`src/rtl/smap_pkg.sv`:
```
// Package for the sequential id mapper: item types, width codes and the
// key forming function for the front and the id truncation function for the back.
// Depends on nothing.
`default_nettype none

package smap_pkg;

  localparam int KEY_W = 32;
  localparam int ID_W = 32;
  // Widest bucket index that the BUCKETS parameter range needs.
  localparam int BUCKET_IDX_W = 16;

  localparam logic [1:0] WIDTH_BYTE = 2'd0;
  localparam logic [1:0] WIDTH_HALF = 2'd1;
  localparam logic [1:0] WIDTH_WORD = 2'd2;

  typedef struct packed {
    logic [KEY_W-1:0] key_bits;
    logic [1:0]       field_width;
  } in_item_t;

  typedef struct packed {
    logic [ID_W-1:0] mapped_id;
    logic            is_new;
    logic            bucket_full;
  } out_item_t;

  // One classified item as it waits between the front and the back.
  typedef struct packed {
    logic [KEY_W-1:0]        key;
    logic [1:0]              code;
    logic [BUCKET_IDX_W-1:0] bucket;
  } job_t;

  function automatic logic [KEY_W-1:0] form_key(input logic [KEY_W-1:0] raw,
                                                input logic [1:0] code);
    logic [KEY_W-1:0] k;
    case (code)
      WIDTH_HALF: k = {{16{raw[15]}}, raw[15:0]};
      WIDTH_WORD: k = raw;
      default:    k = {24'd0, raw[7:0]};
    endcase
    return k;
  endfunction

  function automatic logic [ID_W-1:0] trunc_id(input logic [ID_W-1:0] id,
                                               input logic [1:0] code);
    logic [ID_W-1:0] t;
    case (code)
      WIDTH_HALF: t = {16'd0, id[15:0]};
      WIDTH_WORD: t = id;
      default:    t = {24'd0, id[7:0]};
    endcase
    return t;
  endfunction

endpackage

`default_nettype wire

```
`src/rtl/smap_front.sv`:
```
// Front part: takes items, forms the key and works out its bucket index.
// Uses smap_pkg; feeds smap_fifo.
`default_nettype none

module smap_front #(
  parameter int BUCKETS = 256
) (
  input  logic              clk,
  input  logic              rst,
  input  logic              start,
  output logic              busy,
  input  smap_pkg::in_item_t item,
  input  logic              hold,
  output logic              push_valid,
  input  logic              push_ready,
  output smap_pkg::job_t    push_data
);
  import smap_pkg::*;

  localparam int BB = (BUCKETS > 1) ? $clog2(BUCKETS) : 1;
  localparam int RW = BB + 1;
  localparam bit IS_POW2 = ((BUCKETS & (BUCKETS - 1)) == 0);
  localparam int PW = 2 * KEY_W;
  localparam logic [PW-1:0] RECIP_FULL = (PW'(1) << KEY_W) / PW'(BUCKETS);
  localparam logic [KEY_W-1:0] RECIP = RECIP_FULL[KEY_W-1:0];

  typedef enum logic [1:0] {F_IDLE, F_DIV, F_PUSH} fstate_t;

  fstate_t          state;
  logic [KEY_W-1:0] key;
  logic [1:0]       code;
  logic [BB-1:0]    rem;
  logic [KEY_W-1:0] quo;
  logic [RW-1:0]    rem_est;
  logic [1:0]       step;
  logic [KEY_W-1:0] new_key;
  logic [PW-1:0]    prod;
  logic [KEY_W-1:0] diff;
  logic             accept;

  assign busy    = (state != F_IDLE) || hold;
  assign accept  = start && !busy;
  assign new_key = form_key(item.key_bits, item.field_width);

  // The reciprocal is rounded down, so the quotient estimate is at most one
  // short and the estimated remainder needs at most one subtraction.
  assign prod = PW'(key) * PW'(RECIP);
  assign diff = key - quo * KEY_W'(BUCKETS);

  assign push_valid       = (state == F_PUSH);
  assign push_data.key    = key;
  assign push_data.code   = code;
  assign push_data.bucket = BUCKET_IDX_W'(rem);

  always_ff @(posedge clk) begin
    if (rst) begin
      state <= F_IDLE;
    end else begin
      unique case (state)
        F_IDLE: begin
          if (accept) begin
            key  <= new_key;
            code <= item.field_width;
            step <= '0;
            if (IS_POW2) begin
              rem   <= BB'(new_key & 32'(BUCKETS - 1));
              state <= F_PUSH;
            end else begin
              rem   <= '0;
              state <= F_DIV;
            end
          end
        end
        F_DIV: begin
          step <= step + 2'd1;
          if (step == 2'd0) begin
            quo <= prod[PW-1:KEY_W];
          end else if (step == 2'd1) begin
            rem_est <= diff[RW-1:0];
          end else begin
            rem   <= (rem_est >= RW'(BUCKETS)) ? BB'(rem_est - RW'(BUCKETS))
                                               : rem_est[BB-1:0];
            state <= F_PUSH;
          end
        end
        F_PUSH: begin
          if (push_ready) begin
            state <= F_IDLE;
          end
        end
        default: state <= F_IDLE;
      endcase
    end
  end

endmodule

`default_nettype wire

```
`config.mk`:
```
export PLATFORM = sky130hd
export DESIGN_NAME = smap_front
export DESIGN_NICKNAME = d
export VERILOG_FILES = /design/src/rtl/smap_pkg.sv /design/src/rtl/smap_front.sv
export SDC_FILE = /design/constraint.sdc
export NUM_CORES = 1
export LEC_CHECK = 0
export ABC_AREA = 1
export CAP_MARGIN = 0
export CORE_UTILIZATION = 53
export CTS_CLUSTER_SIZE = 16
export DETAILED_ROUTE_END_ITERATION = 10
export DONT_BUFFER_PORTS = 1
export PLACE_DENSITY = 0.71
export SYNTH_ARGS = -nofsm -noshare
export SYNTH_HDL_FRONTEND = slang
export SYNTH_SLANG_ARGS = --single-unit
```
`constraint.sdc`:
```
create_clock -name clk -period 1.8 [get_ports clk]
set_input_delay 0.45 -clock clk [delete_from_list [all_inputs] [get_ports clk]]
set_output_delay 0.45 -clock clk [all_outputs]
set_load 0.1 [all_outputs]
```
==> flow_summary.json <==
{
  "synth_cells": 128,
  "multi_input_area_um2": 329,
  "dieHeight_um": 59.0,
  "synth_area_um2": 1720,
  "grt_pass1_wl_um": 4360,
  "critPathMaxStageDelay_ns": 0.36,
  "clockRootBuffer": "clkbuf_4",
  "hp-start": "item[8]",
  "final.min_clock_period_ns": 1.53,
  "dp_hpwl_um": 2270,
  "fin_crit_sh_pct": 85.2,
  "place_congestion": 0.718,
  "p_per_area_nw_per_um2": 981,
  "synth_compound_area_share_pct": 7.19,
  "synthDistinctLibCells": 14,
  "h-tree-depth": 2,
  "die_w_um": 59.0,
  "synthMuxAreaShare_pct": 0,
  "skew_ns": 0.00474,
  "area_growth_pct": 26.2,
  "worstSetupPathType": "reg2out",
  "layout_commonest_cell": "buf_4",
  "antenna_found_initial": 0,
  "vias_per_cell": 4.82,
  "grt_pass1_vias": 1002,
  "clockBufferDepth": 2,
  "ir_drop_mv": 0.701,
  "crit_slowest_cell": "dfxtp_4",
  "cts_buffers": 5,
  "drt_iter0_drc": 36,
  "cts_tree": "done",
  "setup_ws_ns": 0.266,
  "routed_wire_length_per_instance_um": 13.7,
  "clock_latency_ns": 0.33,
  "tns_ns": 0,
  "drc_errors": 0,
  "synthXorXnorAreaFrac_pct": 0,
  "synth_seq_cells": 43,
  "cp_max_fo": 2,
  "fmaxAchievable_ghz": 0.652,
  "regArea_um2": 1280,
  "dp_cells": 214,
  "drt_wl_total_um": 3050,
  "synthAdderAreaFrac_pct": 1.45,
  "endpoint_kind": "output port",
  "final-setup-viol-count": 0,
  "path_cells": "nor2_1, inv_1, buf_12",
  "status": "finished, final reports clean",
  "drive_gt1_share_pct": 34.3,
  "min_path_type": "in2reg",
  "rsz0062_at_grt": "false",
  "synthSimpleGateAreaFrac_pct": 8.72,
  "maxCapViolations": 0,
  "fillers": 222,
  "final_cells": 222,
  "grt.total_usage_pct": 17.6,
  "core-area_um2": 3080,
  "antennaDiodeCount": 0,
  "critPathLaunch": "state[1]",
  "cts_sinks": 43,
  "initial_core_util_pct": 55.9,
  "ys_seq_area_share_pct": 74.4,
  "hold_buffers": 0,
  "ant_nets": 0,
  "placed_area_um2": 2090,
  "nets": 218,
  "p_leak_nw": 0.876,
  "r2r_start": "state[1]",
  "final_cell_mix": "buf_4, edfxtp_1, nand2_1, a21oi_1, conb_1",
  "finalInstanceArea_um2": 2170,
  "cp.required_ns": 1.35,
  "io_buffers": 0,
  "synth_top_family_by_area": "simple AND/OR/NAND/NOR gates",
  "startpoint_type": "flop",
  "first_pass_iters": 4,
  "grt.overflow.total": 0,
  "maxSlewViolCount": 0,
  "clk_pin_slew_ns": 0.12,
  "rows": 20,
  "cp.arrival_ns": 1.08,
  "yosysWarnings": 0,
  "io_pins": 91,
  "hold_viol": 0,
  "vias": 1070,
  "die_area_um2": 3480,
  "pre_cts_slack_ns": 0.432,
  "grt_max_degree": 27,
  "syn_area_per_cell_um2": 13.5,
  "ctsResizeCount": 0,
  "cts_setup_buffers": 0
}
[per-stage QoR]
stage | util, % | total power, mW | hold WS, ns
global placement | 68.0 | 1.55 | 0.549
detailed placement | 68.0 | 1.56 | 0.549
CTS | 70.6 | 2.14 | 0.182
global route | 70.6 | 2.20 | 0.171
finish | 70.6 | 2.13 | 0.199
floorplan | - | 1.51 | 0.549
[synthesized netlist by cell type]
cell type | n | share of area [%]
edfxtp_1 | 42 | 73
nand2_1 | 33 | 7.2
a21oi_1 | 23 | 6.7
buf_4 | 9 | 3.9
inv_1 | 7 | 1.5
buf_6 | 3 | 2.0
buf_2 | 2 | 0.58
ha_1 | 2 | 1.5
nor2_1 | 2 | 0.44
a21oi_2 | 1 | 0.51
conb_1 | 1 | 0.22
dfxtp_1 | 1 | 1.2
nand2_4 | 1 | 0.65
nand3b_1 | 1 | 0.44
[worst max-delay path, delay by kind of cell (launching register included)]
family,cells,cell delay [ns]
flip-flops,1,0.36
AND/OR/NAND/NOR,1,0.13
buffers and inverters,2,0.26
[layer usage]
metal | global-route usage (%) | wire, um
met5 | 0 | 0
met2 | 32.6 | 1670
met1 | 17.0 | 1090
met4 | 8.84 | 17
met3 | 6.55 | 278
[flip-flops by register name, summed over array words and instances, names as in the netlist]
register  cells
key          32
rem           8
code          2
state         1
[cell type report]
cell class / count / share of cell area, %
tap: 44 / 2.53
clock buffer: 5 / 1.73
timing repair buffer: 49 / 18.1
clock inverter: 3 / 2.01
inverter: 7 / 1.38
multi-input combinational: 71 / 15.1
sequential: 43 / 59.1
[power by group]
group / switching [mW] / internal (mW)
logic: 0.334 / 0.0667
registers: 0.00693 / 1.13
clock network: 0.301 / 0.292
total: 0.642 / 1.49
[cells by family after synthesis]
| family | after synthesis |
|---|---|
| AOI/OAI and AO/OA | 24 |
| adders and majority gates | 2 |
| buffers and inverters | 21 |
| DFF | 43 |
| other | 1 |
| and+or+nand+nor | 37 |
[worst paths after layout]
path,to,slack [ns],depth (start not counted)
max reg2reg,key[11],0.58,4
max,busy,0.27,3
min,rem[6],0.20,0
min reg2reg,state[1],0.64,3
Note: power is estimated with default switching activity, not from simulation.
