<file path="src/rtl/smap_fifo.sv">
// Two-entry queue that holds classified items between the front and back.
// Generic over the payload width; no package dependency.
`default_nettype none

module smap_fifo #(
  parameter int WIDTH = 8
) (
  input  logic             clk,
  input  logic             rst,
  input  logic             push_valid,
  output logic             push_ready,
  input  logic [WIDTH-1:0] push_data,
  output logic             pop_valid,
  input  logic             pop_ready,
  output logic [WIDTH-1:0] pop_data
);

  logic [WIDTH-1:0] entry [2];
  logic             wr_ptr;
  logic             rd_ptr;
  logic [1:0]       count;
  logic             push;
  logic             pop;

  assign push_ready = (count != 2'd2);
  assign pop_valid  = (count != 2'd0);
  assign pop_data   = entry[rd_ptr];
  assign push       = push_valid && push_ready;
  assign pop        = pop_valid && pop_ready;

  always_ff @(posedge clk) begin
    if (push) begin
      entry[wr_ptr] <= push_data;
    end
  end

  always_ff @(posedge clk) begin
    if (rst) begin
      wr_ptr <= 1'b0;
      rd_ptr <= 1'b0;
      count  <= 2'd0;
    end else begin
      if (push) begin
        wr_ptr <= ~wr_ptr;
      end
      if (pop) begin
        rd_ptr <= ~rd_ptr;
      end
      case ({push, pop})
        2'b10:   count <= count + 2'd1;
        2'b01:   count <= count - 2'd1;
        default: count <= count;
      endcase
    end
  end

endmodule

`default_nettype wire

</file>
<file path="config.mk">
export PLATFORM = sky130hd
export DESIGN_NAME = smap_fifo
export DESIGN_NICKNAME = d
export VERILOG_FILES = /design/src/rtl/smap_fifo.sv
export SDC_FILE = /design/constraint.sdc
export NUM_CORES = 1
export LEC_CHECK = 0
export CORE_MARGIN = 2
export CORE_UTILIZATION = 45
export CTS_BUF_LIST = sky130_fd_sc_hd__clkbuf_8 sky130_fd_sc_hd__clkbuf_16
export DETAILED_ROUTE_END_ITERATION = 7
export DONT_BUFFER_PORTS = 1
export PLACE_DENSITY_LB_ADDON = 0.05
export SLEW_MARGIN = 20
export SYNTH_ARGS = -nofsm -noshare
export SYNTH_HDL_FRONTEND = slang
export SYNTH_SLANG_ARGS = --single-unit
export TNS_END_PERCENT = 30
</file>
<file path="constraint.sdc">
create_clock -name clk -period 1.54 [get_ports clk]
set_clock_uncertainty 0.2 [all_clocks]
set_input_delay 0.077 -clock clk [delete_from_list [all_inputs] [get_ports clk]]
set_output_delay 0.077 -clock clk [all_outputs]
set_load 0.005 [all_outputs]
</file>
==> impl_metrics.json, run 1 <==
{
  "die_h_um": 46.12,
  "start_util_pct": 47.26,
  "fp.dieW_um": 46.12,
  "synthXorXnorAreaFrac_pct": 3.292,
  "r2r_slack_ns": -0.11,
  "clock_latency_ns": 0.25,
  "drv_slew": 0,
  "numClockSinks": 21,
  "synth.area.top_cells": "edfxtp_1 60%, dfxtp_1 13%, mux2_2 11%",
  "synth.avg_cell_area_um2": 16.29,
  "synth-simple-area-share_pct": 5.956,
  "synth_top_area_share_pct": 60.19,
  "status": "complete, but fails checks",
  "p_total_mw": 1.670,
  "worstRegToRegCells": 5,
  "cp.depth": 5,
  "drive_gt1_share_pct": 40.30,
  "synthesis.area_um2": 798.3,
  "drtIter0Drc": 8,
  "insertedDiodeCount": 0,
  "fillers": 137,
  "drc": 0,
  "netlist_instances": 49,
  "grt_usage_pct": 12.47,
  "crit_path_start": "count[0]",
  "r2r_start": "count[0]",
  "worst_pin_slew_ns": 0.3518,
  "routed_via_density": 5.357,
  "grt_pass1_vias": 422,
  "finalHoldViolCount": 5,
  "antenna_left": 0,
  "worstPathCellList": "o21a_1 > ha_2 > xnor2_1 > or3_1 > a21oi_2",
  "syn2layout_area_growth_pct": 27.27,
  "crit_path_end_kind": "flop",
  "rows": 15,
  "cpPeakStageDelay_ns": 0.37,
  "cts_root_buf": "clkbuf_8",
  "p_leak_nw": 0.3733,
  "wire_per_inst_um": 14.80,
  "utilization_pct": 60.15,
  "critPathBufInv": 0,
  "min_period_over_period_pct": 107.3,
  "yosysUniqueCellTypes": 19,
  "synth_most_common_cell": "edfxtp_1",
  "grt_max_degree": 12,
  "nets": 81,
  "netlist_top_cells_count": "16 x edfxtp_1, 8 x mux2_2, 5 x dfxtp_1, 3 x nor2_1",
  "synth_top_cell_by_area": "edfxtp_1",
  "seq_area_frac_synth_pct": 72.73,
  "routed_wl_um": 1243,
  "finalNonFillerCells": 84,
  "preCtsSetupSlack_ns": -0.08211,
  "synth_flop_cell": "edfxtp_1",
  "path_class": "flop to flop",
  "num_vias": 450,
  "dp_cells": 70,
  "numCtsBuffers": 3,
  "synth-adder-area-share_pct": 1.567,
  "path_clk_slew_ns": 0.07,
  "relSlewSlack_pct": 76.52,
  "num_io_pins": 22,
  "cts_tree": "built",
  "powerDensity_nw_per_um2": 1644,
  "cp_max_fo": 4,
  "ctsHoldBuffers": 8,
  "core_area_um2": 1689,
  "cp.arrival_ns": 1.63,
  "finalWorstSetupSlack_ns": -0.1131,
  "drv_cap": 0,
  "ir_worst_vdd_uv": 1003,
  "slowest_stage": "or3_1",
  "synth.area.mux_share_pct": 11.29,
  "syn_nets": 62,
  "holdCritPathClass": "input pin to flop",
  "async_reset_ff_share_pct": 0,
  "rsz0062_at_grt": "true",
  "violations": "negative hold slack, negative setup slack",
  "post-route-min-period_ns": 1.653,
  "first_pass_iters": 4,
  "place_area_um2": 865.8,
  "hold_ws_ns": -0.3254,
  "fmax_ghz": 0.6049,
  "antenna_found_initial": 0,
  "ys_seq_elements": 21,
  "dieArea_um2": 2127,
  "cp_top_family": "simple AND/OR/NAND/NOR gates",
  "fin_tns_setup_ns": -0.1131,
  "fin_area_um2": 1016,
  "numPortBuffers": 0,
  "synth_top_family_by_area": "multiplexers",
  "r2r_end": "count[1]",
  "yosysWarnings": 0,
  "place.gp.congestion": 0.5982,
  "crit_end": "count[1]",
  "synth-edff-count": 16,
  "start_kind": "flop",
  "setup_viol": 1,
  "htreeDepth": 1,
  "synth-compound-area-share_pct": 4.075,
  "grt_overflow": 0,
  "cp.required_ns": 1.52,
  "grt_pass1_wl_um": 1718,
  "clock_path_buffers": 2
}
timing repair:
item | CTS | global route
buffers inserted | 2 | 0
pin swaps | 2 | 0
setup endpoints to repair | 9 | 9
hold endpoints to repair | 21 | 5
resized for setup | 3 | 2
area by class of cell:
class / instances / area, um^2 / share of cell area, %
sequential: 21 / 588.1 / 57.88
multi-input combinational: 26 / 225.2 / 22.17
timing repair buffer: 15 / 132.6 / 13.05
clock buffer: 3 / 41.29 / 4.064
tap: 17 / 21.27 / 2.094
clock inverter: 1 / 3.754 / 0.3695
inverter: 1 / 3.754 / 0.3695
cell families (layout without fill, tap and decap cells):
family / count (synthesis) / count (layout)
simple gates: 9 / 9
buf+inv: 2 / 20
flops: 21 / 21
compound gates: 5 / 5
mux: 8 / 8
xor+xnor: 3 / 3
fa+ha+maj: 1 / 1
registers in the layout, indices dropped and copies added (netlist names), named ones only:
register / cells
rd_ptr: 1
count: 2
wr_ptr: 1
entry: 16
power by group:
part	internal, mW	switching, mW
clock	0.177	0.154
combinational	0.298	0.219
sequential	0.745	0.0789
worst min path at each step:
stage	startpoint	end	slack (ns)	cells past startpoint
floorplan	rst	count[0]	-0.06	1
detailed placement	rst	count[0]	-0.05	1
global placement	rst	count[0]	-0.06	1
CTS	rst	count[0]	-0.32	1
finish	rst	count[1]	-0.33	1
global route	rst	count[1]	-0.34	1
layout by cell type, fill, tap and decap left out, types with 2 or more instances in the layout:
cell type      synthesis  routed
dfxtp_4                0       2
xnor2_1                2       2
mux2_2                 8       8
edfxtp_1              16      16
buf_4                  0       7
dlygate4sd3_1          0       8
clkbuf_8               0       3
dfxtp_1                5       3
nor2_1                 3       3
metal layers:
metal	up-vias	part of all wire [%]	track usage (%)
li1	215	-	-
met1	224	39	12.44
met2	11	56	23.61
met3	0	4.3	3.529
met4	0	0	5.143
met5	-	0	0
(Power assumes the default switching activity.)
==> run 2, diff against run 1 <==
--- a/config.mk
+++ b/config.mk
@@ -10,7 +10,8 @@
 export CTS_BUF_LIST = sky130_fd_sc_hd__clkbuf_8 sky130_fd_sc_hd__clkbuf_16
 export DETAILED_ROUTE_END_ITERATION = 7
 export DONT_BUFFER_PORTS = 1
-export PLACE_DENSITY_LB_ADDON = 0.05
+export PLACE_DENSITY_LB_ADDON = 0.15
+export REMOVE_ABC_BUFFERS = 1
 export SLEW_MARGIN = 20
 export SYNTH_ARGS = -nofsm -noshare
 export SYNTH_HDL_FRONTEND = slang
==> impl_metrics.json, run 2 (synthesis results as in run 1) <==
{
  "rsz0062_at_grt": "true",
  "cp.arrival_ns": 1.57,
  "finalWorstSetupSlack_ns": -0.04494,
  "reg.largest.list": "entry (16), count (2)",
  "dieArea_um2": 2127,
  "final-seq-area_um2": 585.6,
  "fillers": 125,
  "antenna_found_initial": 0,
  "wire_per_inst_um": 16.44,
  "nets": 84,
  "drc": 0,
  "violations": "negative hold slack, negative setup slack",
  "ir_worst_vdd_uv": 1145,
  "start_util_pct": 47.26,
  "routed_wl_um": 1430,
  "path_clk_slew_ns": 0.07,
  "start_kind": "flop",
  "crit_path_end_kind": "flop",
  "p_leak_nw": 0.3951,
  "syn2layout_area_growth_pct": 31.97,
  "cts_tree": "built",
  "core_area_um2": 1689,
  "post-route-min-period_ns": 1.585,
  "holdCritPathClass": "input pin to flop",
  "largest-register": "entry",
  "multiInputGateArea_um2": 242.7,
  "routed_via_density": 5.299,
  "rows": 15,
  "worst_pin_slew_ns": 0.3567,
  "status": "complete, but fails checks",
  "dpl.hpwl_um": 1060,
  "powerDensity_nw_per_um2": 1662,
  "clock_path_buffers": 2,
  "die_h_um": 46.12,
  "num_vias": 461,
  "numPortBuffers": 0,
  "drtIter0Drc": 7,
  "num_io_pins": 22,
  "fmax_ghz": 0.6309,
  "finalHoldViolCount": 5,
  "setup_viol": 1,
  "numCtsBuffers": 3,
  "antenna_left": 0,
  "grt_overflow": 0,
  "ctsHoldBuffers": 8,
  "final_cell_mix": "16 x edfxtp_1, 10 x buf_4, 8 x mux2_2, 8 x dlygate4sd3_1",
  "grt_pass1_wl_um": 2056,
  "drv_cap": 0,
  "path_class": "flop to flop",
  "drv_slew": 0,
  "preCtsSetupSlack_ns": -0.1238,
  "drive_gt1_share_pct": 42.86,
  "numClockSinks": 21,
  "cp.required_ns": 1.53,
  "grt_usage_pct": 14.79,
  "hold_ws_ns": -0.3344,
  "cp_max_fo": 4,
  "cts_root_buf": "clkbuf_8",
  "place.gp.congestion": 0.6629,
  "grt_pass1_vias": 474,
  "htreeDepth": 1,
  "fp.dieW_um": 46.12,
  "insertedDiodeCount": 0,
  "min_period_over_period_pct": 102.9,
  "first_pass_iters": 4,
  "final_common_cell": "edfxtp_1",
  "largest_reg_flops": 16,
  "grt_max_degree": 12,
  "relSlewSlack_pct": 76.19,
  "clock_latency_ns": 0.25
}
[run 2: cell count changes in the layout (fill, tap and decap cells not counted)]
| cell | delta |
|---|---|
| xnor2_2 | +1 |
| buf_4 | +3 |
| dfxtp_4 | -1 |
| dfxtp_2 | +1 |
| inv_1 | +1 |
| ha_4 | +1 |
| ha_2 | -1 |
| xnor2_1 | -1 |
| inv_2 | -1 |
[run 2: through the flow]
| step | area (um^2) | TNS (ns) | total power [mW] | utilization (%) | instances |
|---|---|---|---|---|---|
| 5_1_grt | 1054 | -0.1248 | 1.845 | 62.37 | 87 |
| 6_report | 1054 | -0.04494 | 1.751 | 62.37 | 87 |
| 3_3_place_gp | 867.1 | -0.02409 | 1.221 | 51.33 | 72 |
| 4_1_cts | 1037 | -0.03882 | 1.732 | 61.41 | 87 |
| 2_1_floorplan | 793.3 | -0.1271 | 1.100 | - | 48 |
| 3_5_place_dp | 867.1 | -0.1238 | 1.276 | 51.33 | 72 |
[run 2: per-layer routing]
layer  wire, um  global-route usage [%]  vias up
li1           -                       -      220
met1        523                   15.58      226
met2        800                   26.11       11
met3         79                   5.098        4
met4         26                   6.857        0
met5          0                       0        -
[run 2: power by group]
group          leakage, nW  internal, mW  switching [mW]
clock network       0.0269         0.177           0.159
registers            0.192         0.739          0.0805
logic                0.176         0.348           0.247
total                0.395          1.26           0.486
[run 2: repair_timing]
| item | in CTS | in global routing |
|---|---|---|
| hold endpoints to repair | 21 | 5 |
| pin swaps | 3 | 0 |
| setup endpoints to repair | 1 | 1 |
| resized for setup | 6 | 3 |
| buffers inserted | 3 | 0 |
[run 2: area by class of cell]
cell class / instances / area share, %
Clock inverter: 1 / 0.3563
Clock buffer: 3 / 3.919
Tap cell: 17 / 2.019
Inverter: 1 / 0.3563
Sequential cell: 21 / 55.58
Multi-Input combinational cell: 26 / 23.04
Timing Repair Buffer: 18 / 14.73
[run 2: final timing paths]
path,from,slack (ns),to,depth (start not counted)
hold reg to reg,rd_ptr,0.37,rd_ptr,2
setup / recovery,count[1],-0.04,count[1],5
hold / removal,rst,-0.33,count[1],1
setup reg to reg,count[1],-0.04,count[1],5
[run 2: critical path, cell delays in order, from the launching register on]
cell and delay (ns):
dfxtp_4 0.36, o21a_1 0.21, ha_4 0.18, xnor2_2 0.13
or3_1 0.33, a21oi_2 0.11
